==> src/hw/rtl/wrsd_pkg.sv <==
// ============================================================================
// wrsd_pkg: shared types and constants of the weekly radio schedule decider
// Holds the channel payloads, the action codes and the command and status
// groups that pass between the controller and the datapath.
// ============================================================================
package wrsd_pkg;

    localparam logic [16:0] DAY_SECONDS  = 17'd86400;
    localparam logic [16:0] ERROR_SLEEP  = 17'd300;
    localparam logic [16:0] SLEEP_MARGIN = 17'd5;
    localparam logic [16:0] SLEEP_MAX    = 17'd131071;
    localparam logic [2:0]  SUNDAY       = 3'd0;
    localparam logic [2:0]  SATURDAY     = 3'd6;

    typedef enum logic [1:0] {
        ACT_CHECK = 2'd0,
        ACT_WRITE = 2'd1,
        ACT_HOLD  = 2'd2
    } t_action;

    typedef struct packed {
        logic [1:0]  action;
        logic [2:0]  weekday;
        logic [16:0] second_of_day;
        logic        current_radio_on;
        logic [3:0]  entry_index;
        logic [16:0] entry_on_time;
        logic [6:0]  entry_on_days;
        logic [16:0] entry_off_time;
        logic [6:0]  entry_off_days;
    } t_in_item;

    typedef struct packed {
        logic        radio_on;
        logic [16:0] sleep_seconds;
        logic        time_error;
    } t_out_item;

    typedef struct packed {
        logic in_ready;
        logic write;
        logic hold_set;
        logic capture;
        logic pass_start;
        logic scan;
        logic use_yday;
        logic finish;
    } t_cmd;

    typedef struct packed {
        logic       in_fire;
        logic [1:0] action;
        logic       pass_done;
        logic       today_ok;
        logic       err;
        logic       out_free;
    } t_stat;

endpackage

==> src/hw/rtl/wrsd_ctrl.sv <==
// ============================================================================
// wrsd_ctrl: sequencer of the schedule decider
// Decodes accepted beats, runs the today and yesterday scan passes and
// hands the finished decision to the output register.
// ============================================================================
module wrsd_ctrl
    import wrsd_pkg::*;
(
    input  logic  i_clk,
    input  logic  i_rst_n,
    input  t_stat i_stat,
    output t_cmd  o_cmd
);

    typedef enum logic [2:0] {
        S_IDLE   = 3'b001,
        S_SCAN   = 3'b010,
        S_FINISH = 3'b100
    } t_state;

    t_state r_state, n_state;
    logic   r_pass_y, n_pass_y;

    always_ff @(posedge i_clk) begin
        if (!i_rst_n) begin
            r_state  <= S_IDLE;
            r_pass_y <= 1'b0;
        end else begin
            r_state  <= n_state;
            r_pass_y <= n_pass_y;
        end
    end

    always_comb begin
        n_state  = r_state;
        n_pass_y = r_pass_y;
        o_cmd    = '0;
        o_cmd.use_yday = r_pass_y;
        case (r_state)
            S_IDLE: begin
                o_cmd.in_ready = 1'b1;
                if (i_stat.in_fire) begin
                    case (i_stat.action)
                        ACT_WRITE: o_cmd.write = 1'b1;
                        ACT_HOLD:  o_cmd.hold_set = 1'b1;
                        ACT_CHECK: begin
                            o_cmd.capture    = 1'b1;
                            o_cmd.pass_start = 1'b1;
                            n_pass_y         = 1'b0;
                            n_state          = S_SCAN;
                        end
                        default: ;
                    endcase
                end
            end
            S_SCAN: begin
                if (i_stat.err) begin
                    n_state = S_FINISH;
                end else if (!i_stat.pass_done) begin
                    o_cmd.scan = 1'b1;
                end else if (!r_pass_y && !i_stat.today_ok) begin
                    // Nothing has happened yet today: look at yesterday.
                    o_cmd.pass_start = 1'b1;
                    n_pass_y         = 1'b1;
                end else begin
                    n_state = S_FINISH;
                end
            end
            S_FINISH: begin
                if (i_stat.out_free) begin
                    o_cmd.finish = 1'b1;
                    n_state      = S_IDLE;
                end
            end
            default: n_state = S_IDLE;
        endcase
    end

endmodule

==> config.mk <==
export PLATFORM = sky130hd
export DESIGN_NAME = wrsd_ctrl
export DESIGN_NICKNAME = d
export VERILOG_FILES = /design/src/hw/rtl/wrsd_pkg.sv /design/src/hw/rtl/wrsd_ctrl.sv
export SDC_FILE = /design/constraint.sdc
export NUM_CORES = 1
export LEC_CHECK = 0
export BUFFER_PORTS_ARGS = -buffer_cell sky130_fd_sc_hd__buf_4
export CAP_MARGIN = 10
export CORE_AREA = 2 2 39 41
export CTS_CLUSTER_DIAMETER = 80
export DETAILED_ROUTE_END_ITERATION = 8
export DIE_AREA = 0 0 41 43
export PLACE_DENSITY = 0.46
export SLEW_MARGIN = 20
export SYNTH_ARGS = -nofsm -noshare
export SYNTH_HDL_FRONTEND = slang
export SYNTH_SLANG_ARGS = --single-unit
==> constraint.sdc <==
create_clock -name i_clk -period 2.2 [get_ports i_clk]
set_input_delay 0.22 -clock i_clk [delete_from_list [all_inputs] [get_ports i_clk]]
set_output_delay 0.22 -clock i_clk [all_outputs]
set_load 0.05 [all_outputs]
==> results of run 1 <==
## cell usage in the layout, fill, tap and decap left out, types with 2 or more instances in the layout
master,Yosys,final
sky130_fd_sc_hd__nor3b_1,3,3
sky130_fd_sc_hd__clkbuf_4,0,3
sky130_fd_sc_hd__dfxtp_1,4,4
sky130_fd_sc_hd__buf_4,1,16
sky130_fd_sc_hd__o21ai_0,2,2
sky130_fd_sc_hd__nand2b_1,2,2
## layer usage
layer	GRT usage [%]	routed length [um]	vias up
met5	0	0	-
met4	8.00	0	0
met3	3.14	31	0
met2	13.8	336	5
met1	8.33	255	119
li1	-	-	135
## worst reg2reg max path, stage by stage (launching register included)
cell	delay, ns
sky130_fd_sc_hd__dfxtp_1	0.33
sky130_fd_sc_hd__or4b_4	0.57
sky130_fd_sc_hd__nand2b_1	0.18
sky130_fd_sc_hd__and3_1	0.18
## power groups by stage
stage                     Sequential [mW]  Clock (mW)  Combinational [mW]
final                              0.0754      0.0872              0.0434
after global routing               0.0755      0.0998              0.0465
after CTS                          0.0753      0.0927              0.0441
after detailed placement           0.0764           0              0.0440
after global placement             0.0764           0              0.0435
after floorplan                    0.0761           0              0.0228
## through the flow
stage | hold slack [ns] | power, mW | utilization [%] | instances | cell area, um^2
global route | 0.206 | 0.222 | 29.4 | 60 | 407
CTS | 0.207 | 0.212 | 29.4 | 60 | 407
floorplan | 0.296 | 0.0989 | - | 26 | 251
global placement | 0.442 | 0.120 | 27.8 | 57 | 384
finish | 0.213 | 0.206 | 29.4 | 60 | 407
detailed placement | 0.449 | 0.120 | 27.8 | 57 | 384
## path summary, 6_finish.rpt
path	start	end	slack (ns)
worst max-delay path	r_state[2]	o_cmd[3]	0.27
worst min-delay path	i_rst_n	r_state[0]	0.21
worst max register to register	r_state[2]	r_state[2]	0.83
worst min register to register	r_pass_y	r_pass_y	0.53
## sequential cells by signal (all words and copies together) (netlist names)
| name | flops |
|---|---|
| r_pass_y | 1 |
| r_state | 3 |
## kinds of logic after synthesis
group / synth area share [%]
simple gates: 51.2
compound gates: 12.4
flops: 31.8
buf+inv: 4.48
## layout make-up
class                           count  share of cell area, %
Inverter                            1                  0.923
Tap cell                           16                   4.92
Timing Repair Buffer               16                   29.5
Multi-Input combinational cell     20                   39.4
Clock buffer                        3                   5.54
Sequential cell                     4                   19.7
==> tab_implementation.tex, run 1 <==
\begin{tabular}{lr}
\hline
Metric & Value \\
\hline
\multicolumn{2}{l}{\textbf{Run status}} \\
\quad Outcome & finished, final reports clean \\
\multicolumn{2}{l}{\textbf{Clock tree}} \\
\quad Sinks on the clock net & 4 \\
\quad CTS tree & built \\
\quad Clock-pin slew reported for the worst setup and hold paths after clock tree synthesis & approximately 0.040 ns \\
\quad Root buffer cell & sky130\_fd\_sc\_hd\_\_clkbuf\_4 \\
\quad Worst skew pair latency & 0.23 ns \\
\quad Num CTS Buffers & 3 \\
\quad Post-cts sizing count & 0 \\
\quad Post-CTS setup buffer count & 0 \\
\quad Clk buf depth & 2 \\
\quad Hold bufs inserted after CTS & 0 \\
\quad Level count of the clock H-tree & 1 \\
\multicolumn{2}{l}{\textbf{Power and ir drop}} \\
\quad Design internal power & approximately 0.15 mW \\
\quad Power density relative to cell area & 507 mW/mm\^{}2 \\
\quad Leak Pwr & 0.176 nW \\
\quad Maximum VDD drop & roughly 180 uV \\
\quad Sequential group share of total power & a little over a third \\
\quad Combinational share of power & 21.1\% \\
\quad Switching power as a share of total power & around a quarter \\
\quad Clock power frac & a little over two fifths \\
\quad Net Switching & 0.0520 mW \\
\multicolumn{2}{l}{\textbf{Timing}} \\
\quad Final Hold Fails & 0 \\
\quad Setup TNS & 0 ns \\
\quad Worst Setup Slack, final & around 0.27 ns \\
\quad Max-slew violation count & 0 \\
\quad Maximum clock frequency & 0.517 GHz \\
\quad Clock tree skew after final layout & 0.000531 ns \\
\quad RSZ-0062 raised after global routing & no \\
\quad Remaining max-slew budget at the tightest pin & just over 80\% \\
\quad Number of endpoints failing setup at the final stage & 0 \\
\quad Worst Tran Pin Value & around 0.26 ns \\
\quad Min Tclk post-route & a little under 2 ns \\
\quad Ratio of final minimum period to clock period & around 88\% \\
\multicolumn{2}{l}{\textbf{Finish}} \\
\quad Number of nets at the end of the flow & 55 \\
\quad Sequential cell area in the final layout & between 80 and 90 um\^{}2 \\
\quad Total inserted antenna cells & 0 \\
\quad Proportion of layout cells with a drive suffix above 1 & 50.0\% \\
\quad Area Growth Syn to Fin & 61.7\% \\
\quad Filler instances & 154 \\
\quad Area used by multi-input combinational logic & roughly 160 um\^{}2 \\
\multicolumn{2}{l}{\textbf{Logic synthesis}} \\
\quad Share of flip-flops with an asynchronous set or reset after synthesis & 0\% \\
\quad Commonest cells post-synth & sky130\_fd\_sc\_hd\_\_dfxtp\_1 (4), sky130\_fd\_sc\_hd\_\_nor3b\_1 (3), sky130\_fd\_sc\_hd\_\_nand2b\_1 (2), sky130\_fd\_sc\_hd\_\_o21ai\_0 (2) \\
\quad Flip-flop cell with the highest count after synthesis & sky130\_fd\_sc\_hd\_\_dfxtp\_1 \\
\quad Synth top area share & between 30\% and 40\% \\
\quad Most area-consuming cells after synthesis & sky130\_fd\_sc\_hd\_\_dfxtp\_1 (32\%), sky130\_fd\_sc\_hd\_\_nor4b\_4 (9.5\%), sky130\_fd\_sc\_hd\_\_nor3b\_1 (9.0\%) \\
\quad Library cell with the highest instance count after synthesis & sky130\_fd\_sc\_hd\_\_dfxtp\_1 \\
\quad Synthesis Warnings & 0 \\
\quad Sequential share of the synthesized area & 31.8\% \\
\quad Number of flops mapped to enable cells by yosys & 0 \\
\quad Synthesized area divided by synthesized cell count & 9.67 um\^{}2 \\
\quad Post-synthesis instance total & 26 \\
\quad Cell taking the most area after synthesis & sky130\_fd\_sc\_hd\_\_dfxtp\_1 \\
\quad Number of synthesized register bits & 4 \\
\quad Post-synthesis instance area & about 250 um\^{}2 \\
\quad Synth cell types & 19 \\
\quad Net count after synthesis & 35 \\
\multicolumn{2}{l}{\textbf{Worst hold path}} \\
\quad Path class of the lowest-slack min-delay path & in2reg \\
\quad Cells on Worst Hold Path & 2 \\
\multicolumn{2}{l}{\textbf{Flow run}} \\
\quad Number of max-capacitance violations reported & 0 \\
\multicolumn{2}{l}{\textbf{Drt}} \\
\quad Initial DRC count & 3 \\
\quad Number of vias after detailed routing & between 200 and 300 \\
\quad Post-route antenna net violation count & 0 \\
\quad Total Wirelength & 623 um \\
\quad DRT Pass-1 Iters & 4 \\
\quad Average wire length per cell after detail routing & 10.4 um \\
\quad DRC & 0 \\
\quad Via-to-Cell Ratio & between 4 and 5 \\
\multicolumn{2}{l}{\textbf{Placement}} \\
\quad Worst Setup Slack post-DPL & between 0.4 and 0.5 ns \\
\quad Number of buffer cells added on primary ports & 16 \\
\quad Final weighted congestion in routability-driven placement & around 0.63 \\
\quad DP Wirelength & between 500 and 600 um \\
\multicolumn{2}{l}{\textbf{Setup path}} \\
\quad Cells on worst reg2reg path & 3 \\
\quad Startpoint kind of the worst setup timing path & flop \\
\quad Data required time at the worst endpoint & approximately 2.0 ns \\
\quad Maximum fanout along the worst path & 6 \\
\quad Data arrival time of the worst path & 1.71 ns \\
\quad Critical path capture point type & output port \\
\quad Top delay family on crit path & simple AND/OR/NAND/NOR gates \\
\quad Worst Path Buf+Inv & 1 \\
\quad Delay of the slowest cell on the worst path & 0.57 ns \\
\quad Critical Path Slowest Stage Cell & sky130\_fd\_sc\_hd\_\_or4b\_4 \\
\quad Worst path depth & 4 \\
\quad Worst-path cell chain & or4b\_4, nor4b\_4, or2\_1, buf\_4 \\
\quad Category of the critical setup timing path & reg2out \\
\multicolumn{2}{l}{\textbf{GRT}} \\
\quad Largest net degree at the start of global routing & 7 \\
\quad First-pass GRT wire length & 1010 um \\
\quad Initial antenna violation count & 0 \\
\quad Remaining Overflow, GRT & 0 \\
\quad Number of global-route vias before repair & about 270 \\
\quad All-Layer GR Usage & 8.83\% \\
\multicolumn{2}{l}{\textbf{Die}} \\
\quad Area of the die & around 0.0018 mm\^{}2 \\
\quad Initial core utilization & between 10\% and 20\% \\
\quad Number of top-level pins & 17 \\
\quad CORE AREA & 0.00138 mm\^{}2 \\
\quad Row Count & 14 \\
\quad Die Y-Extent & roughly 43 um \\
\quad Die outline width & $\sim$41 um \\
\hline
\end{tabular}
Note: power is estimated with default switching activity, not from simulation.
==> run 2: changes to the inputs <==
BUFFER_PORTS_ARGS = default   (was -buffer_cell sky130_fd_sc_hd__buf_4)
DONT_BUFFER_PORTS = 1   (was default)
PLACE_DENSITY = 0.35   (was 0.46)
==> run 2 against run 1 <==
Net effect: utilization is 2.8 points lower; die area stayed put; clock power is 4.8% higher; fmax is 0.73% lower; combinational power is 27% lower; highest routed layer unchanged.
==> tab_implementation.tex, run 2 (synthesis gave the netlist of run 1 again) <==
\begin{tabular}{lr}
\hline
Metric & Value \\
\hline
\multicolumn{2}{l}{\textbf{Setup path}} \\
\quad Data arrival time of the worst path & 1.73 ns (+0.02 ns) \\
\quad Startpoint kind of the worst setup timing path & flop \\
\quad Category of the critical setup timing path & reg2out \\
\quad Critical path capture point type & output port \\
\quad Maximum fanout along the worst path & 6 (unchanged) \\
\quad Worst setup slack for register-to-register paths & 0.65 ns (-0.18 ns) \\
\quad Data required time at the worst endpoint & 1.98 ns (about the same) \\
\multicolumn{2}{l}{\textbf{Timing}} \\
\quad Final Hold Fails & 0 (unchanged) \\
\quad Setup TNS & 0 ns (unchanged) \\
\quad Max-slew violation count & 0 (unchanged) \\
\quad Remaining max-slew budget at the tightest pin & 85.9\% (+3.3 points) \\
\quad Number of endpoints failing setup at the final stage & 0 (unchanged) \\
\quad Clock tree skew after final layout & 0.00451 ns (+0.00398 ns) \\
\quad Min Tclk post-route & 1.95 ns (+0.0142 ns) \\
\quad Ratio of final minimum period to clock period & 88.5\% (+0.65 points) \\
\quad Maximum clock frequency & 0.514 GHz (-0.73\%) \\
\quad RSZ-0062 raised after global routing & no \\
\quad Worst Tran Pin Value & 0.208 ns (-0.0484 ns) \\
\multicolumn{2}{l}{\textbf{Power and ir drop}} \\
\quad Leak Pwr & 0.143 nW (-18\%) \\
\quad Power density relative to cell area & 539 mW/mm\^{}2 (+6.5\%) \\
\quad Maximum VDD drop & 191 uV (+8.6\%) \\
\multicolumn{2}{l}{\textbf{Finish}} \\
\quad Fraction of the core area covered by cells at the end of the flow & 26.6\% (-2.8 points) \\
\quad Biggest regs & r\_state (3), r\_pass\_y (1) \\
\quad Number of nets at the end of the flow & 47 (-15\%) \\
\quad Sequential cell area in the final layout & 80.1 um\^{}2 (unchanged) \\
\quad Total inserted antenna cells & 0 (unchanged) \\
\quad Area Growth Syn to Fin & 46.3\% \\
\quad Proportion of layout cells with a drive suffix above 1 & 50.0\% (unchanged) \\
\quad Largest register FFs & 3 (unchanged) \\
\quad Most common cell after layout, fill and taps aside & sky130\_fd\_sc\_hd\_\_buf\_4 \\
\quad Largest register by flop count & r\_state \\
\quad Area used by multi-input combinational logic & 181 um\^{}2 (+13\%) \\
\quad Leading cell types in the layout, fill and taps excluded & sky130\_fd\_sc\_hd\_\_buf\_4 (8), sky130\_fd\_sc\_hd\_\_dfxtp\_1 (4), sky130\_fd\_sc\_hd\_\_nor3b\_2 (3), sky130\_fd\_sc\_hd\_\_clkbuf\_4 (3) \\
\quad Filler instances & 156 (+1.3\%) \\
\multicolumn{2}{l}{\textbf{GRT}} \\
\quad Initial antenna violation count & 0 (unchanged) \\
\quad First-pass GRT wire length & 917 um (-9.6\%) \\
\quad Largest net degree at the start of global routing & 7 (unchanged) \\
\quad Remaining Overflow, GRT & 0 (unchanged) \\
\quad Number of global-route vias before repair & 230 (-14\%) \\
\quad All-Layer GR Usage & 7.94\% (-0.89 points) \\
\multicolumn{2}{l}{\textbf{Placement}} \\
\quad DP Wirelength & 508 um (-4.7\%) \\
\quad Number of buffer cells added on primary ports & 0 (-16) \\
\quad Final weighted congestion in routability-driven placement & 0.661 (+4.9\%) \\
\multicolumn{2}{l}{\textbf{Clock tree}} \\
\quad CTS tree & built \\
\quad Clock-pin slew reported for the worst setup and hold paths after clock tree synthesis & 0.04 ns (about the same) \\
\quad Post-CTS setup buffer count & 0 (unchanged) \\
\quad Post-cts sizing count & 0 (unchanged) \\
\quad Sinks on the clock net & 4 (unchanged) \\
\quad Clk buf depth & 2 (unchanged) \\
\quad Level count of the clock H-tree & 1 (unchanged) \\
\quad Worst skew pair latency & 0.23 ns (about the same) \\
\quad Root buffer cell & sky130\_fd\_sc\_hd\_\_clkbuf\_4 \\
\quad Hold bufs inserted after CTS & 0 (unchanged) \\
\quad Num CTS Buffers & 3 (unchanged) \\
\multicolumn{2}{l}{\textbf{Worst hold path}} \\
\quad Path class of the lowest-slack min-delay path & in2reg \\
\multicolumn{2}{l}{\textbf{Drt}} \\
\quad Post-route antenna net violation count & 0 (unchanged) \\
\quad Amount of wire on met3 after detailed routing & 83 um (+170\%) \\
\quad Via-to-Cell Ratio & 4.38 (+1.6\%) \\
\quad Routed wl met2 & 288 um (-14\%) \\
\quad DRC & 0 (unchanged) \\
\quad Highest metal layer with signal wires & met3 \\
\quad Total Wirelength & 605 um (-2.9\%) \\
\quad Wire length on met1 & 233 um (-8.6\%) \\
\quad Number of vias after detailed routing & 228 (-12\%) \\
\quad Average wire length per cell after detail routing & 11.6 um (+12\%) \\
\quad DRT Pass-1 Iters & 2 (-2) \\
\quad Initial DRC count & 1 (-2) \\
\multicolumn{2}{l}{\textbf{Run status}} \\
\quad Outcome & finished, final reports clean \\
\multicolumn{2}{l}{\textbf{Die}} \\
\quad Die Y-Extent & 43 um (unchanged) \\
\quad Initial core utilization & 18.2\% (unchanged) \\
\quad Number of top-level pins & 17 (unchanged) \\
\quad CORE AREA & 0.00138 mm\^{}2 (unchanged) \\
\quad Die outline width & 41 um (unchanged) \\
\quad Row Count & 14 (unchanged) \\
\quad Area of the die & 0.00176 mm\^{}2 (unchanged) \\
\multicolumn{2}{l}{\textbf{Flow run}} \\
\quad Number of max-capacitance violations reported & 0 (unchanged) \\
\hline
\end{tabular}
## run 2: cell types whose count changed in the layout (fill, tap and decap cells not counted)
cell,delta
sky130_fd_sc_hd__nor3b_1,-3
sky130_fd_sc_hd__nor3b_2,+3
sky130_fd_sc_hd__nor4bb_1,-1
sky130_fd_sc_hd__buf_4,-8
sky130_fd_sc_hd__nor4bb_2,+1
## run 2: path summary, 6_finish.rpt
kind	start	endpoint	cells past startpoint
setup / recovery	r_state[1]	o_cmd[3]	4
setup reg to reg	r_state[1]	r_state[0]	5
hold reg to reg	r_state[0]	r_state[0]	2
hold / removal	i_rst_n	r_state[0]	1
## run 2: area by class of cell
class,count,share of cell area [%]
Tap cell,16,5.44
Clock buffer,3,6.12
Timing Repair Buffer,8,16.3
Inverter,1,1.02
Multi-Input combinational cell,20,49.3
Sequential cell,4,21.8
## run 2: metal layers
layer / global-route usage, % / up-vias
li1: - / 116
met1: 8.71 / 102
met2: 10.3 / 10
met3: 6.81 / 0
met4: 4.00 / 0
met5: 0 / -
## run 2: metrics by stage
step	total power [mW]	area [um^2]	worst slack, ns	std cells	hold WS, ns
floorplan	0.0989	251	0.112	26	0.296
global placement	0.108	345	0.515	49	0.304
detailed placement	0.108	345	0.477	49	0.311
CTS	0.201	368	0.225	52	0.0725
global route	0.207	368	0.167	52	0.0913
finish	0.198	368	0.253	52	0.0752
## run 2: power breakdown
| group | switching (mW) | internal (mW) | leakage (nW) | total (mW) |
|---|---|---|---|---|
| sequential | 0.00155 | 0.0740 | 0.0324 | 0.0755 |
| clock | 0.0304 | 0.0611 | 0.0138 | 0.0914 |
| combinational | 0.0201 | 0.0114 | 0.0972 | 0.0315 |
## run 2: worst max-delay path, stage by stage (launching register included)
cell and delay, ns:
sky130_fd_sc_hd__dfxtp_1 0.41, sky130_fd_sc_hd__or4b_4 0.52, sky130_fd_sc_hd__nor4b_4 0.24, sky130_fd_sc_hd__or2_1 0.13, sky130_fd_sc_hd__buf_4 0.19
