===== config.mk =====
export PLATFORM = sky130hd
export DESIGN_NAME = wrsd_dp_flat
export DESIGN_NICKNAME = d
export VERILOG_FILES = /design/src/hw/rtl/wrsd_pkg.sv /design/src/hw/rtl/wrsd_if.sv /design/src/hw/rtl/wrsd_dp.sv /design/src/flat_wrapper.sv
export SDC_FILE = /design/constraint.sdc
export NUM_CORES = 1
export LEC_CHECK = 0
export BUFFER_PORTS_ARGS = -buffer_cell sky130_fd_sc_hd__buf_2
export CAP_MARGIN = 20
export CORE_MARGIN = 3
export CORE_UTILIZATION = 30
export CTS_CLUSTER_SIZE = 30
export DETAILED_ROUTE_END_ITERATION = 10
export GPL_ROUTABILITY_DRIVEN = 1
export PLACE_DENSITY = 0.5
export SLEW_MARGIN = 0
export SYNTH_ARGS = -nofsm -noshare
export SYNTH_HDL_FRONTEND = slang
export SYNTH_SLANG_ARGS = --single-unit

===== constraint.sdc =====
create_clock -name i_clk -period 5.8 [get_ports i_clk]
set_clock_uncertainty 0.15 [all_clocks]
set_input_delay 0.58 -clock i_clk [delete_from_list [all_inputs] [get_ports i_clk]]
set_output_delay 0.58 -clock i_clk [all_outputs]
set_load 0.02 [all_outputs]

===== src/hw/rtl/wrsd_pkg.sv =====
// ============================================================================
// wrsd_pkg: shared types and constants of the weekly radio schedule decider
// Holds the channel payloads, the action codes and the command and status
// groups that pass between the controller and the datapath.
// ============================================================================
package wrsd_pkg;

    localparam logic [16:0] DAY_SECONDS  = 17'd86400;
    localparam logic [16:0] ERROR_SLEEP  = 17'd300;
    localparam logic [16:0] SLEEP_MARGIN = 17'd5;
    localparam logic [16:0] SLEEP_MAX    = 17'd131071;
    localparam logic [2:0]  SUNDAY       = 3'd0;
    localparam logic [2:0]  SATURDAY     = 3'd6;

    typedef enum logic [1:0] {
        ACT_CHECK = 2'd0,
        ACT_WRITE = 2'd1,
        ACT_HOLD  = 2'd2
    } t_action;

    typedef struct packed {
        logic [1:0]  action;
        logic [2:0]  weekday;
        logic [16:0] second_of_day;
        logic        current_radio_on;
        logic [3:0]  entry_index;
        logic [16:0] entry_on_time;
        logic [6:0]  entry_on_days;
        logic [16:0] entry_off_time;
        logic [6:0]  entry_off_days;
    } t_in_item;

    typedef struct packed {
        logic        radio_on;
        logic [16:0] sleep_seconds;
        logic        time_error;
    } t_out_item;

    typedef struct packed {
        logic in_ready;
        logic write;
        logic hold_set;
        logic capture;
        logic pass_start;
        logic scan;
        logic use_yday;
        logic finish;
    } t_cmd;

    typedef struct packed {
        logic       in_fire;
        logic [1:0] action;
        logic       pass_done;
        logic       today_ok;
        logic       err;
        logic       out_free;
    } t_stat;

endpackage


===== src/hw/rtl/wrsd_if.sv =====
// ============================================================================
// wrsd_if: valid/ready channels of the schedule decider
// One interface for the request beats and one for the result beats.
// ============================================================================
interface wrsd_in_if
    import wrsd_pkg::*;
();
    logic     valid;
    logic     ready;
    t_in_item item;

    modport source (output valid, output item, input ready);
    modport sink   (input valid, input item, output ready);
endinterface

interface wrsd_out_if
    import wrsd_pkg::*;
();
    logic      valid;
    logic      ready;
    t_out_item item;

    modport source (output valid, output item, input ready);
    modport sink   (input valid, input item, output ready);
endinterface


===== src/hw/rtl/wrsd_dp.sv =====
// ============================================================================
// wrsd_dp: datapath of the schedule decider
// Schedule memory, scan counter, nearest-event accumulators, event and hold
// state, configuration register and the output register.
// ============================================================================
module wrsd_dp
    import wrsd_pkg::*;
#(
    parameter int MAX_ENTRIES = 16
) (
    input  logic        i_clk,
    input  logic        i_rst_n,
    input  logic        i_cfg_we,
    input  logic [4:0]  i_cfg_data,
    wrsd_in_if.sink     i_in,
    wrsd_out_if.source  o_out,
    input  t_cmd        i_cmd,
    output t_stat       o_stat
);

    localparam int AW    = (MAX_ENTRIES > 1) ? $clog2(MAX_ENTRIES) : 1;
    localparam int NW    = $clog2(MAX_ENTRIES + 1);
    localparam int CNT_W = (NW > 5) ? NW : 5;
    localparam int WI_W  = (AW > 4) ? AW : 4;

    typedef struct packed {
        logic [16:0] on_time;
        logic [6:0]  on_days;
        logic [16:0] off_time;
        logic [6:0]  off_days;
    } t_entry;

    function automatic logic day_hit(input logic [6:0] mask, input logic [2:0] day);
        logic hit;
        hit = 1'b0;
        if (day < 3'd7) begin
            hit = mask[day];
        end
        return hit;
    endfunction

    t_entry      r_mem [MAX_ENTRIES];
    t_entry      r_rd_data;
    logic [4:0]  r_cfg_count;
    logic [CNT_W-1:0] r_rd_addr;
    logic        r_pend;

    logic [2:0]  r_wday, r_yday;
    logic [16:0] r_now;
    logic        r_cur, r_err;

    logic        r_on_ok, r_off_ok, r_onx_ok, r_offx_ok;
    logic [16:0] r_on_pre, r_off_pre, r_on_nx, r_off_nx;

    logic        r_lvalid, r_hold;
    logic [2:0]  r_lday;
    logic [16:0] r_lsec;

    logic        r_out_valid;
    t_out_item   r_out_item;

    logic [CNT_W-1:0] w_n;
    logic [WI_W-1:0]  w_wr_idx;
    logic        w_wr_ok, w_more, w_out_free, w_fire;
    logic [2:0]  w_day;
    logic        w_on_hit, w_off_hit, w_on_past, w_off_past;

    assign w_fire   = i_in.valid && i_cmd.in_ready;
    assign w_n      = (int'(r_cfg_count) >= MAX_ENTRIES) ? CNT_W'(MAX_ENTRIES)
                                                         : CNT_W'(r_cfg_count);
    assign w_wr_idx = WI_W'(i_in.item.entry_index);
    assign w_wr_ok  = int'(i_in.item.entry_index) < MAX_ENTRIES;
    assign w_more   = r_rd_addr < w_n;
    assign w_out_free = !r_out_valid || o_out.ready;
    assign w_day    = i_cmd.use_yday ? r_yday : r_wday;

    assign i_in.ready  = i_cmd.in_ready;
    assign o_out.valid = r_out_valid;
    assign o_out.item  = r_out_item;

    always_comb begin
        o_stat.in_fire   = w_fire;
        o_stat.action    = i_in.item.action;
        o_stat.pass_done = !w_more && !r_pend;
        o_stat.today_ok  = r_on_ok || r_off_ok;
        o_stat.err       = r_err;
        o_stat.out_free  = w_out_free;
    end

    // Schedule memory with a registered read port.
    always_ff @(posedge i_clk) begin
        if (i_cmd.write && w_wr_ok) begin
            r_mem[w_wr_idx[AW-1:0]] <= '{on_time:  i_in.item.entry_on_time,
                                         on_days:  i_in.item.entry_on_days,
                                         off_time: i_in.item.entry_off_time,
                                         off_days: i_in.item.entry_off_days};
        end
        if (i_cmd.scan && w_more) begin
            r_rd_data <= r_mem[r_rd_addr[AW-1:0]];
        end
    end

    always_ff @(posedge i_clk) begin
        if (!i_rst_n) begin
            r_cfg_count <= '0;
        end else if (i_cfg_we) begin
            r_cfg_count <= i_cfg_data;
        end
    end

    always_ff @(posedge i_clk) begin
        if (!i_rst_n) begin
            r_rd_addr <= '0;
            r_pend    <= 1'b0;
        end else if (i_cmd.pass_start) begin
            r_rd_addr <= '0;
            r_pend    <= 1'b0;
        end else if (i_cmd.scan && w_more) begin
            r_rd_addr <= r_rd_addr + CNT_W'(1);
            r_pend    <= 1'b1;
        end else begin
            r_pend    <= 1'b0;
        end
    end

    always_ff @(posedge i_clk) begin
        if (i_cmd.capture) begin
            r_wday <= i_in.item.weekday;
            r_yday <= (i_in.item.weekday == SUNDAY) ? SATURDAY
                                                    : i_in.item.weekday - 3'd1;
            r_now  <= i_in.item.second_of_day;
            r_cur  <= i_in.item.current_radio_on;
        end
    end

    always_ff @(posedge i_clk) begin
        if (!i_rst_n) begin
            r_err <= 1'b0;
        end else if (i_cmd.capture) begin
            r_err <= i_in.item.second_of_day > DAY_SECONDS;
        end
    end

    // Yesterday's pass counts every matching event as already past.
    assign w_on_hit   = day_hit(r_rd_data.on_days, w_day);
    assign w_off_hit  = day_hit(r_rd_data.off_days, w_day);
    assign w_on_past  = i_cmd.use_yday || (r_now >= r_rd_data.on_time);
    assign w_off_past = i_cmd.use_yday || (r_now >= r_rd_data.off_time);

    always_ff @(posedge i_clk) begin
        if (!i_rst_n) begin
            r_on_ok   <= 1'b0;
            r_off_ok  <= 1'b0;
            r_onx_ok  <= 1'b0;
            r_offx_ok <= 1'b0;
        end else if (i_cmd.capture) begin
            r_on_ok   <= 1'b0;
            r_off_ok  <= 1'b0;
            r_onx_ok  <= 1'b0;
            r_offx_ok <= 1'b0;
        end else if (r_pend) begin
            if (w_on_hit && w_on_past) begin
                if (!r_on_ok || r_rd_data.on_time > r_on_pre) begin
                    r_on_ok  <= 1'b1;
                    r_on_pre <= r_rd_data.on_time;
                end
            end else if (w_on_hit) begin
                if (!r_onx_ok || r_rd_data.on_time < r_on_nx) begin
                    r_onx_ok <= 1'b1;
                    r_on_nx  <= r_rd_data.on_time;
                end
            end
            if (w_off_hit && w_off_past) begin
                if (!r_off_ok || r_rd_data.off_time > r_off_pre) begin
                    r_off_ok  <= 1'b1;
                    r_off_pre <= r_rd_data.off_time;
                end
            end else if (w_off_hit) begin
                if (!r_offx_ok || r_rd_data.off_time < r_off_nx) begin
                    r_offx_ok <= 1'b1;
                    r_off_nx  <= r_rd_data.off_time;
                end
            end
        end
    end

    // Final decision.
    logic [16:0] w_nx, w_ev, w_sleep;
    logic [17:0] w_sum;
    logic        w_use_on, w_any_ok, w_new, w_radio;

    always_comb begin
        if (r_onx_ok && r_offx_ok) begin
            w_nx = (r_on_nx >= r_off_nx) ? r_off_nx : r_on_nx;
        end else if (r_onx_ok) begin
            w_nx = r_on_nx;
        end else if (r_offx_ok) begin
            w_nx = r_off_nx;
        end else begin
            w_nx = DAY_SECONDS;
        end
        w_sum   = {1'b0, w_nx} - {1'b0, r_now} + {1'b0, SLEEP_MARGIN};
        w_sleep = w_sum[17] ? SLEEP_MAX : w_sum[16:0];

        w_any_ok = r_on_ok || r_off_ok;
        w_use_on = r_on_ok && (!r_off_ok || r_on_pre >= r_off_pre);
        w_ev     = w_use_on ? r_on_pre : r_off_pre;
        w_new    = r_lvalid && (r_lday != w_day || r_lsec != w_ev);
        if (w_any_ok) begin
            w_radio = (!w_new && r_hold) ? r_cur : w_use_on;
        end else begin
            w_radio = r_hold ? r_cur : 1'b1;
        end
    end

    always_ff @(posedge i_clk) begin
        if (!i_rst_n) begin
            r_lvalid <= 1'b0;
            r_lday   <= '0;
            r_lsec   <= '0;
            r_hold   <= 1'b0;
        end else if (i_cmd.hold_set) begin
            r_hold <= 1'b1;
        end else if (i_cmd.finish && !r_err) begin
            if (w_any_ok) begin
                r_lvalid <= 1'b1;
                r_lday   <= w_day;
                r_lsec   <= w_ev;
                if (w_new) begin
                    r_hold <= 1'b0;
                end
            end else if (!r_lvalid) begin
                r_lvalid <= 1'b1;
                r_lday   <= r_wday;
                r_lsec   <= r_now;
            end
        end
    end

    always_ff @(posedge i_clk) begin
        if (!i_rst_n) begin
            r_out_valid <= 1'b0;
        end else if (i_cmd.finish) begin
            r_out_valid <= 1'b1;
        end else if (o_out.ready) begin
            r_out_valid <= 1'b0;
        end
    end

    always_ff @(posedge i_clk) begin
        if (i_cmd.finish) begin
            if (r_err) begin
                r_out_item <= '{radio_on: r_cur, sleep_seconds: ERROR_SLEEP,
                                time_error: 1'b1};
            end else begin
                r_out_item <= '{radio_on: w_radio, sleep_seconds: w_sleep,
                                time_error: 1'b0};
            end
        end
    end

    a_finish_free: assert property (@(posedge i_clk) disable iff (!i_rst_n)
        i_cmd.finish |-> w_out_free)
        else $error("result loaded over a beat that was not taken");

    a_finish_out: assert property (@(posedge i_clk) disable iff (!i_rst_n)
        i_cmd.finish |=> r_out_valid && r_out_item.time_error == $past(r_err))
        else $error("finished check did not show the expected result");

    a_scan_bound: assert property (@(posedge i_clk) disable iff (!i_rst_n)
        i_cmd.scan |-> r_rd_addr <= w_n)
        else $error("scan address ran past the entry count");

endmodule


===== src/flat_wrapper.sv =====
// flat-port wrapper written by rule: the top's interface ports become plain ports
module wrsd_dp_flat import wrsd_pkg::*;
#(
    parameter int MAX_ENTRIES = 16
)
  (i_clk, i_rst_n, i_cfg_we, i_cfg_data, i_cmd, o_stat, i_in_valid, i_in_item, i_in_ready, o_out_valid, o_out_item, o_out_ready);
  wrsd_in_if i_in_i ();
  wrsd_out_if o_out_i ();
  input  logic i_clk;
  input  logic i_rst_n;
  input  logic i_cfg_we;
  input  logic [4:0] i_cfg_data;
  input  t_cmd i_cmd;
  output t_stat o_stat;
  input wire logic [$bits(i_in_i.valid)-1:0] i_in_valid;
  input wire logic [$bits(i_in_i.item)-1:0] i_in_item;
  output wire logic [$bits(i_in_i.ready)-1:0] i_in_ready;
  output wire logic [$bits(o_out_i.valid)-1:0] o_out_valid;
  output wire logic [$bits(o_out_i.item)-1:0] o_out_item;
  input wire logic [$bits(o_out_i.ready)-1:0] o_out_ready;
  assign i_in_i.valid = i_in_valid;
  assign i_in_i.item = i_in_item;
  assign i_in_ready = i_in_i.ready;
  assign o_out_valid = o_out_i.valid;
  assign o_out_item = o_out_i.item;
  assign o_out_i.ready = o_out_ready;
  wrsd_dp #(.MAX_ENTRIES(MAX_ENTRIES)) u_core (.i_clk(i_clk), .i_rst_n(i_rst_n), .i_cfg_we(i_cfg_we), .i_cfg_data(i_cfg_data), .i_in(i_in_i), .o_out(o_out_i), .i_cmd(i_cmd), .o_stat(o_stat));
endmodule

==> results of run 1 <==
-- cells by family after synthesis --
group	after synthesis	synth area share (%)
muxes	259	13.8
and+or+nand+nor	243	2.98
DFF	966	70.0
buffers and inverters	225	2.19
xor gates and xnor gates	30	0.642
AOI/OAI and AO/OA	300	5.08
adders and majority gates	175	5.37
-- layout by cell type (no fill, tap or decap), drive strengths merged, types with 8 or more instances in the layout --
cell         instances
edfxtp             927
mux4               241
ha                 174
buf                162
inv                138
clkbuf             116
a21oi               80
nand2               58
clkinv              55
nor2                52
o21ai               47
dfxtp               39
a21o                36
nor3                30
nor2b               22
dlygate4sd3         21
nand2b              19
nand4               18
o21a                17
mux2i               17
nand3               16
xnor2               16
xor2                14
o221a               14
a22oi               11
a22o                11
o2111ai             11
bufinv              11
a21boi              10
a211oi               9
o211ai               8
-- final timing paths --
path / from / to / slack, ns / cells past startpoint
min reg2reg: u_core.r_lday[0]$_SDFFE_PN0P_ / u_core.r_lday[0]$_SDFFE_PN0P_ / 0.33 / 2
max reg2reg: u_core.r_off_nx[0]$_DFFE_PP_ / u_core.o_out.item[6]$_SDFFCE_PP1P_ / 0.31 / 22
max: u_core.r_off_nx[0]$_DFFE_PP_ / u_core.o_out.item[6]$_SDFFCE_PP1P_ / 0.31 / 22
min: i_cfg_data[0] / u_core.r_cfg_count[0]$_SDFFE_PN0P_ / 0.05 / 3
-- per-layer routing --
layer,track usage (%),routed length [microns]
met4,3.44,2310
met5,0,95
met3,3.11,6320
met1,21.3,48500
met2,23.7,49300
-- tightest hold or removal path: stages --
cell	delay [ns]
buf_2	0.08
mux2i_1	0.06
nor2b_1	0.10
-- final cells by class --
type	instances	area [sq um]	share of cell area, %
clock buffers	116	2580	5.45
inverters	136	510	1.08
diodes	6	15.0	0.0317
multi-input cells	1007	11500	24.3
clock inverters	70	698	1.47
flip-flops and latches	966	28600	60.4
repair buffers	183	1210	2.55
well taps	1768	2210	4.67
-- what timing repair did --
item / CTS / global route
setup endpoints to repair: 0 / 16
setup buffers: 0 / 2
gates resized for setup: 0 / 8
hold endpoints to repair: 21 / 0
hold buffers: 21 / 0
-- registers in the layout (all words and copies together) (netlist names), 3 cells and up --
register and flops:
u_core.o_out.item 19, u_core.r_cfg_count 5, u_core.r_lday 3, u_core.r_lsec 17
u_core.r_mem 768, u_core.r_now 17, u_core.r_off_nx 17, u_core.r_off_pre 17
u_core.r_on_nx 17, u_core.r_on_pre 17, u_core.r_rd_addr 5, u_core.r_rd_data 48
u_core.r_wday 3, u_core.r_yday 3
-- power by group --
group | total (W) | internal, W | switching (W)
sequential | 0.00799 | 0.00785 | 0.000145
combinational | 0.000866 | 0.000363 | 0.000502
clock | 0.00641 | 0.00369 | 0.00272
-- metrics by stage --
| stage | hold slack [ns] | total power (W) | instance area, sq um | utilization [%] | setup WS (ns) |
|---|---|---|---|---|---|
| detailed placement | 0.324 | 0.00900 | 43800 | 32.6 | 0.166 |
| global placement | 0.317 | 0.00897 | 43800 | 32.6 | 0.226 |
| global route | 0.0170 | 0.0158 | 47400 | 35.2 | 0.00488 |
| CTS | 0.000331 | 0.0154 | 47300 | 35.2 | 0.147 |
| finish | 0.0454 | 0.0153 | 47400 | 35.3 | 0.314 |
| floorplan | 0.280 | 0.00859 | 40900 | - | 0.283 |
==> reports/qor.csv, run 1 <==
stage,metric,value,unit
status,status,"finished, final reports clean",
setup_path,max incr delay on CP,0.47,ns
yosys,post-synthesis sequential area ratio,70.0,%
yosys,Mapped Cells,2198,
grt,first-pass GRT wire length,155000,microns
cts,clock latency on the worst-skew pair,0.70,ns
yosys,syn_nets,2466,
grt,vias in the first global route,22037,
sta,FMAX,0.182,GHz
cts,TritonCTS Buffers,100,
cts,H-tree levels,3,
setup_path,Worst setup EP type,register,
placement,Post-Place Cells,4035,
floorplan,Core Footprint,134000,sq um
yosys,fraction of registers with async set or reset after synthesis,0,%
sta,worst slew pin tran,1.10,ns
cells_and_area,number of fillers in the final layout,12542,
placement,buffers added on ports,116,
power,Leak,15.8,nW
cts,"Clk pin slew, worst setup/hold paths",0.06,ns
cells_and_area,share of layout cells above drive strength 1,23.9,%
floorplan,io pins,121,
yosys,Synth top cells by count,"927 x edfxtp_1, 241 x mux4_2, 174 x ha_1",
floorplan,Starting Density,30.4,%
yosys,syn avg cell area,18.6,sq um
sta,Setup TNS,0,ns
routing,routed vias/inst,5.00,
yosys,top_reg_cell synth,edfxtp_1,
floorplan,Die Wd,375,microns
routing,Post-route DRC,0,
routing,ANT nets after route,0,
setup_path,Crit Path Class,reg2reg,
grt,GRT Util Overall,15.0,%
yosys,top cell type by total area after synthesis,edfxtp_1,
floorplan,Die ar.,141000,sq um
routing,via count,21240,
sta,Final Cycle Share,94.6,%
cts,CTS tree,done,
sta,unrepaired setup endpoints after global routing,false,
setup_path,CP cell instances,"ha_1, nand2b_1, a21o_1, a21o_1, a21oi_1, o21ai_0, a2111o_1, nand3_1, o221ai_2, a22o_1, ha_1, ha_1, fa_1, a21o_1, a221o_1, o21a_1, nand4_1, a31oi_1, a31oi_1, xnor2_2, nor2b_4, nand2_1",
setup_path,startpoint types,register,
yosys,"top cells by area, synth","edfxtp_1 68%, mux4_2 13%, ha_1 5.3%",
cts,CTS root buf,clkbuf_16,
floorplan,chip height,375,microns
floorplan,# rows,134,
setup_path,critical-path maximum fanout,5,
sta,final hold violations,0,
sta,Final Max Tran Viols,0,
grt,largest net degree at the start of global routing,105,
grt,initial antenna violation count,23,
min_path,Hold/Removal Path Class,in2reg,
routing,Starting DRT DRC Count,1839,
flow_run,max-cap check violation count,0,
setup_path,CP max-delay cell,fa_1,
yosys,Syn Std Cell Area,40900,sq um
yosys,#FFs+latches synth,966,
placement,HPWL after detailed placement,64000,microns
yosys,Post-synth EDFFs,927,
yosys,post-synth top area share,68.0,%
setup_path,"Req. time, crit path",6.06,ns
setup_path,buffer and inverter count on the worst path,0,
cells_and_area,Nets,2662,
cells_and_area,post-route insts no fill,4252,
routing,Routed WL,107000,microns
routing,DRT Pass-1 Iters,5,
cts,CTS Buffer Depth,3,
setup_path,crit path DAT,5.74,ns
routing,drt wl/cell,25.0,microns
cts,clock sink count,966,
yosys,most common cell in the synthesized netlist,edfxtp_1,
setup_path,CP top delay family,compound AO/OA/AOI/OAI gates,
sta,Slew headroom,26.6,%
power,Peak VDD IR,0.218,mV
sta,"Min Clock Period, post-route",5.49,ns
placement,GPL Wtd Cong,0.885,
sta,# setup viols final,0,
yosys,number of distinct library cells after synthesis,72,
grt,grt ovf,0,
cells_and_area,area grow syn2layout,15.9,%
yosys,"Warnings, synthesis",0,
power,PD cells,322,nW/um^2
No activity file was read; power rests on OpenSTA's default activity.
==> run 2: changes to the inputs <==
Settings changed: REMOVE_ABC_BUFFERS from default to 1.
==> run 2 against run 1 <==
Hold slack better by 0.016 ns. Core utilization is 0.11 points higher. Critical path depth stayed put. Critical path type unchanged. Largest cell class unchanged. Largest power group unchanged.
==> reports/qor.csv, run 2 (synthesized netlist as in run 1, its figures left out) <==
stage,metric,value,unit
cts,TritonCTS Buffers,103,
routing,ANT nets after route,0,
setup_path,CP max-delay cell,fa_1,
power,clock share of power,42.2,%
setup_path,Crit Path Class,reg2reg,
floorplan,Die ar.,141000,sq um
floorplan,chip height,375,microns
power,Net Sw Power,0.00342,W
setup_path,critical-path maximum fanout,6,
status,status,"finished, final reports clean",
setup_path,startpoint of the worst-slack reg-to-reg timing path,u_core.r_off_nx[0]$_DFFE_PP_,
routing,routed vias/inst,4.99,
routing,drt wl/cell,24.8,microns
sta,Final Cycle Share,94.4,%
cts,clock latency on the worst-skew pair,0.70,ns
grt,largest net degree at the start of global routing,131,
power,Tot Pwr,0.0153,W
routing,Routed WL,106000,microns
sta,Final Max Tran Viols,0,
grt,grt ovf,0,
power,Sw Share,22.3,%
floorplan,Core Footprint,134000,sq um
setup_path,R2R Path End,u_core.o_out.item[2]$_SDFFCE_PP0P_,
setup_path,R2R Setup Slk,0.33,ns
flow_run,max-cap check violation count,0,
min_path,HP Start,i_cfg_data[3],
min_path,cell depth of the worst hold path,3,
floorplan,io pins,121,
cells_and_area,post-route insts no fill,4265,
setup_path,max incr delay on CP,0.47,ns
cells_and_area,number of fillers in the final layout,12617,
placement,GPL Wtd Cong,0.877,
sta,worst hold slack,0.0613,ns
min_path,"Endpoint, Worst Hold",u_core.r_cfg_count[3]$_SDFFE_PN0P_,
floorplan,Die Wd,375,microns
setup_path,"Req. time, crit path",6.05,ns
cells_and_area,Nets,2672,
placement,HPWL after detailed placement,63400,microns
cts,CTS Buffer Depth,3,
power,Gate power share,5.7,%
setup_path,CP Launch Point,u_core.r_off_nx[0]$_DFFE_PP_,
cts,H-tree levels,3,
min_path,Hold/Removal Path Class,in2reg,
power,Peak VDD IR,0.203,mV
cts,CTS tree,done,
routing,DRT met1 WL,45500,microns
routing,Post-route DRC,0,
sta,worst slew pin tran,1.09,ns
power,Leak,15.9,nW
grt,vias in the first global route,22316,
cts,clock sink count,966,
cells_and_area,final core utilization,35.4,%
grt,initial antenna violation count,20,
cells_and_area,share of layout cells above drive strength 1,24.6,%
placement,Post-Place Cells,4040,
sta,# setup viols final,0,
sta,final hold violations,0,
power,internal power,0.0119,W
cts,CTS root buf,clkbuf_16,
sta,"Min Clock Period, post-route",5.47,ns
routing,WL met2,49900,microns
cells_and_area,Largest register FFs,768,
sta,Slew headroom,27.4,%
cells_and_area,area grow syn2layout,16.2,%
power,Sequential Power Share,52.1,%
setup_path,R2R depth,22,
routing,met3 WL post-DR,6680,microns
placement,buffers added on ports,116,
cts,"Clk pin slew, worst setup/hold paths",0.06,ns
setup_path,crit path DAT,5.72,ns
sta,FMAX,0.183,GHz
floorplan,Starting Density,30.4,%
setup_path,Worst setup EP type,register,
routing,DRT Pass-1 Iters,5,
routing,via count,21275,
routing,uppermost layer routed,met5,
setup_path,startpoint types,register,
routing,Starting DRT DRC Count,1603,
grt,first-pass GRT wire length,154000,microns
setup_path,CP cell instances,"ha_1, nand2b_1, a21o_1, a21o_1, a21oi_1, o21ai_0, a2111o_1, nand3_1, o221ai_2, a22o_1, ha_1, ha_1, fa_1, a21o_1, a221o_1, o21a_1, nand4_1, a31oi_1, a31oi_1, xnor2_1, buf_2, a21oi_1",
grt,GRT Util Overall,14.9,%
floorplan,# rows,134,
power,PD cells,322,nW/um^2
sta,unrepaired setup endpoints after global routing,false,
cells_and_area,"most common cell after layout, fill and taps aside",edfxtp_1,
cells_and_area,most frequent cells in the layout,"927 x edfxtp_1, 241 x mux4_2, 174 x ha_1",
run 2: cell count changes in the layout (fill, tap and decap cells not counted), moves of 2 or more:
cell | before | now
bufinv_16 | 11 | 9
inv_6 | 0 | 3
clkinv_2 | 18 | 24
clkbuf_16 | 101 | 103
clkinv_4 | 1 | 6
clkinv_8 | 0 | 3
inv_16 | 2 | 0
clkbuf_1 | 15 | 21
clkinv_1 | 33 | 17
dlygate4sd3_1 | 21 | 25
run 2: repair_timing:
item	CTS	global route
setup buffers	0	0
hold buffers	25	0
hold endpoints to repair	25	0
setup endpoints to repair	0	16
resized for setup	0	7
run 2: critical path: cells and delay by family, from the launching register on:
family                   cells  cell delay [ns]
AO/OA/AOI/OAI               13             2.67
adder cells (fa/ha/maj)      4             1.19
flip-flops                   1             0.42
AND/OR/NAND/NOR              3             0.34
buffers and inverters        1             0.22
XOR/XNOR                     1             0.19
run 2: how the worst max path moves through the flow:
| stage | end | slack, ns | cells after the start |
|---|---|---|---|
| after floorplan | u_core.r_rd_addr[3]$_SDFFE_PP0P_ | -4.17 | 9 |
| after global placement | u_core.o_out.item[3]$_SDFFCE_PP1P_ | 0.24 | 22 |
| after detailed placement | u_core.o_out.item[4]$_SDFFCE_PP1P_ | 0.11 | 22 |
| after CTS | u_core.o_out.item[4]$_SDFFCE_PP1P_ | 0.09 | 22 |
| after global routing | u_core.o_out.item[17]$_SDFFCE_PP0P_ | 0.009 | 23 |
| final | u_core.o_out.item[2]$_SDFFCE_PP0P_ | 0.33 | 22 |
run 2: power groups by stage:
| stage | Combinational (W) | Clock [W] | Sequential (W) |
|---|---|---|---|
| after floorplan | 0.000516 | 0 | 0.00812 |
| after global routing | 0.000969 | 0.00692 | 0.00800 |
| final | 0.000874 | 0.00647 | 0.00798 |
| after CTS | 0.000884 | 0.00666 | 0.00799 |
| after detailed placement | 0.000866 | 0 | 0.00813 |
| after global placement | 0.000842 | 0 | 0.00812 |
run 2: cell type report:
| cell class | instances | area (sq um) | area share (%) |
|---|---|---|---|
| flip-flops and latches | 966 | 28600 | 60.2 |
| multi-input cells | 1007 | 11500 | 24.3 |
| clock buffers | 124 | 2660 | 5.59 |
| well taps | 1768 | 2210 | 4.65 |
| repair buffers | 190 | 1290 | 2.72 |
| clock inverters | 67 | 687 | 1.44 |
| inverters | 136 | 510 | 1.07 |
| diodes | 7 | 17.5 | 0.0368 |
run 2: per-stage QoR:
step           TNS, ns  setup WS (ns)  instance area, sq um
2_1_floorplan  -395.32          -4.17                 40500
3_3_place_gp         0          0.241                 43800
3_5_place_dp         0          0.115                 43900
4_1_cts              0         0.0893                 47500
5_1_grt              0        0.00873                 47500
6_report             0          0.326                 47600
run 2: per-layer routing:
| layer | GRT usage, % | vias up |
|---|---|---|
| met2 | 24.1 | 606 |
| li1 | - | 9380 |
| met5 | 0 | - |
| met4 | 5.10 | 2 |
| met3 | 3.34 | 198 |
| met1 | 19.7 | 11089 |
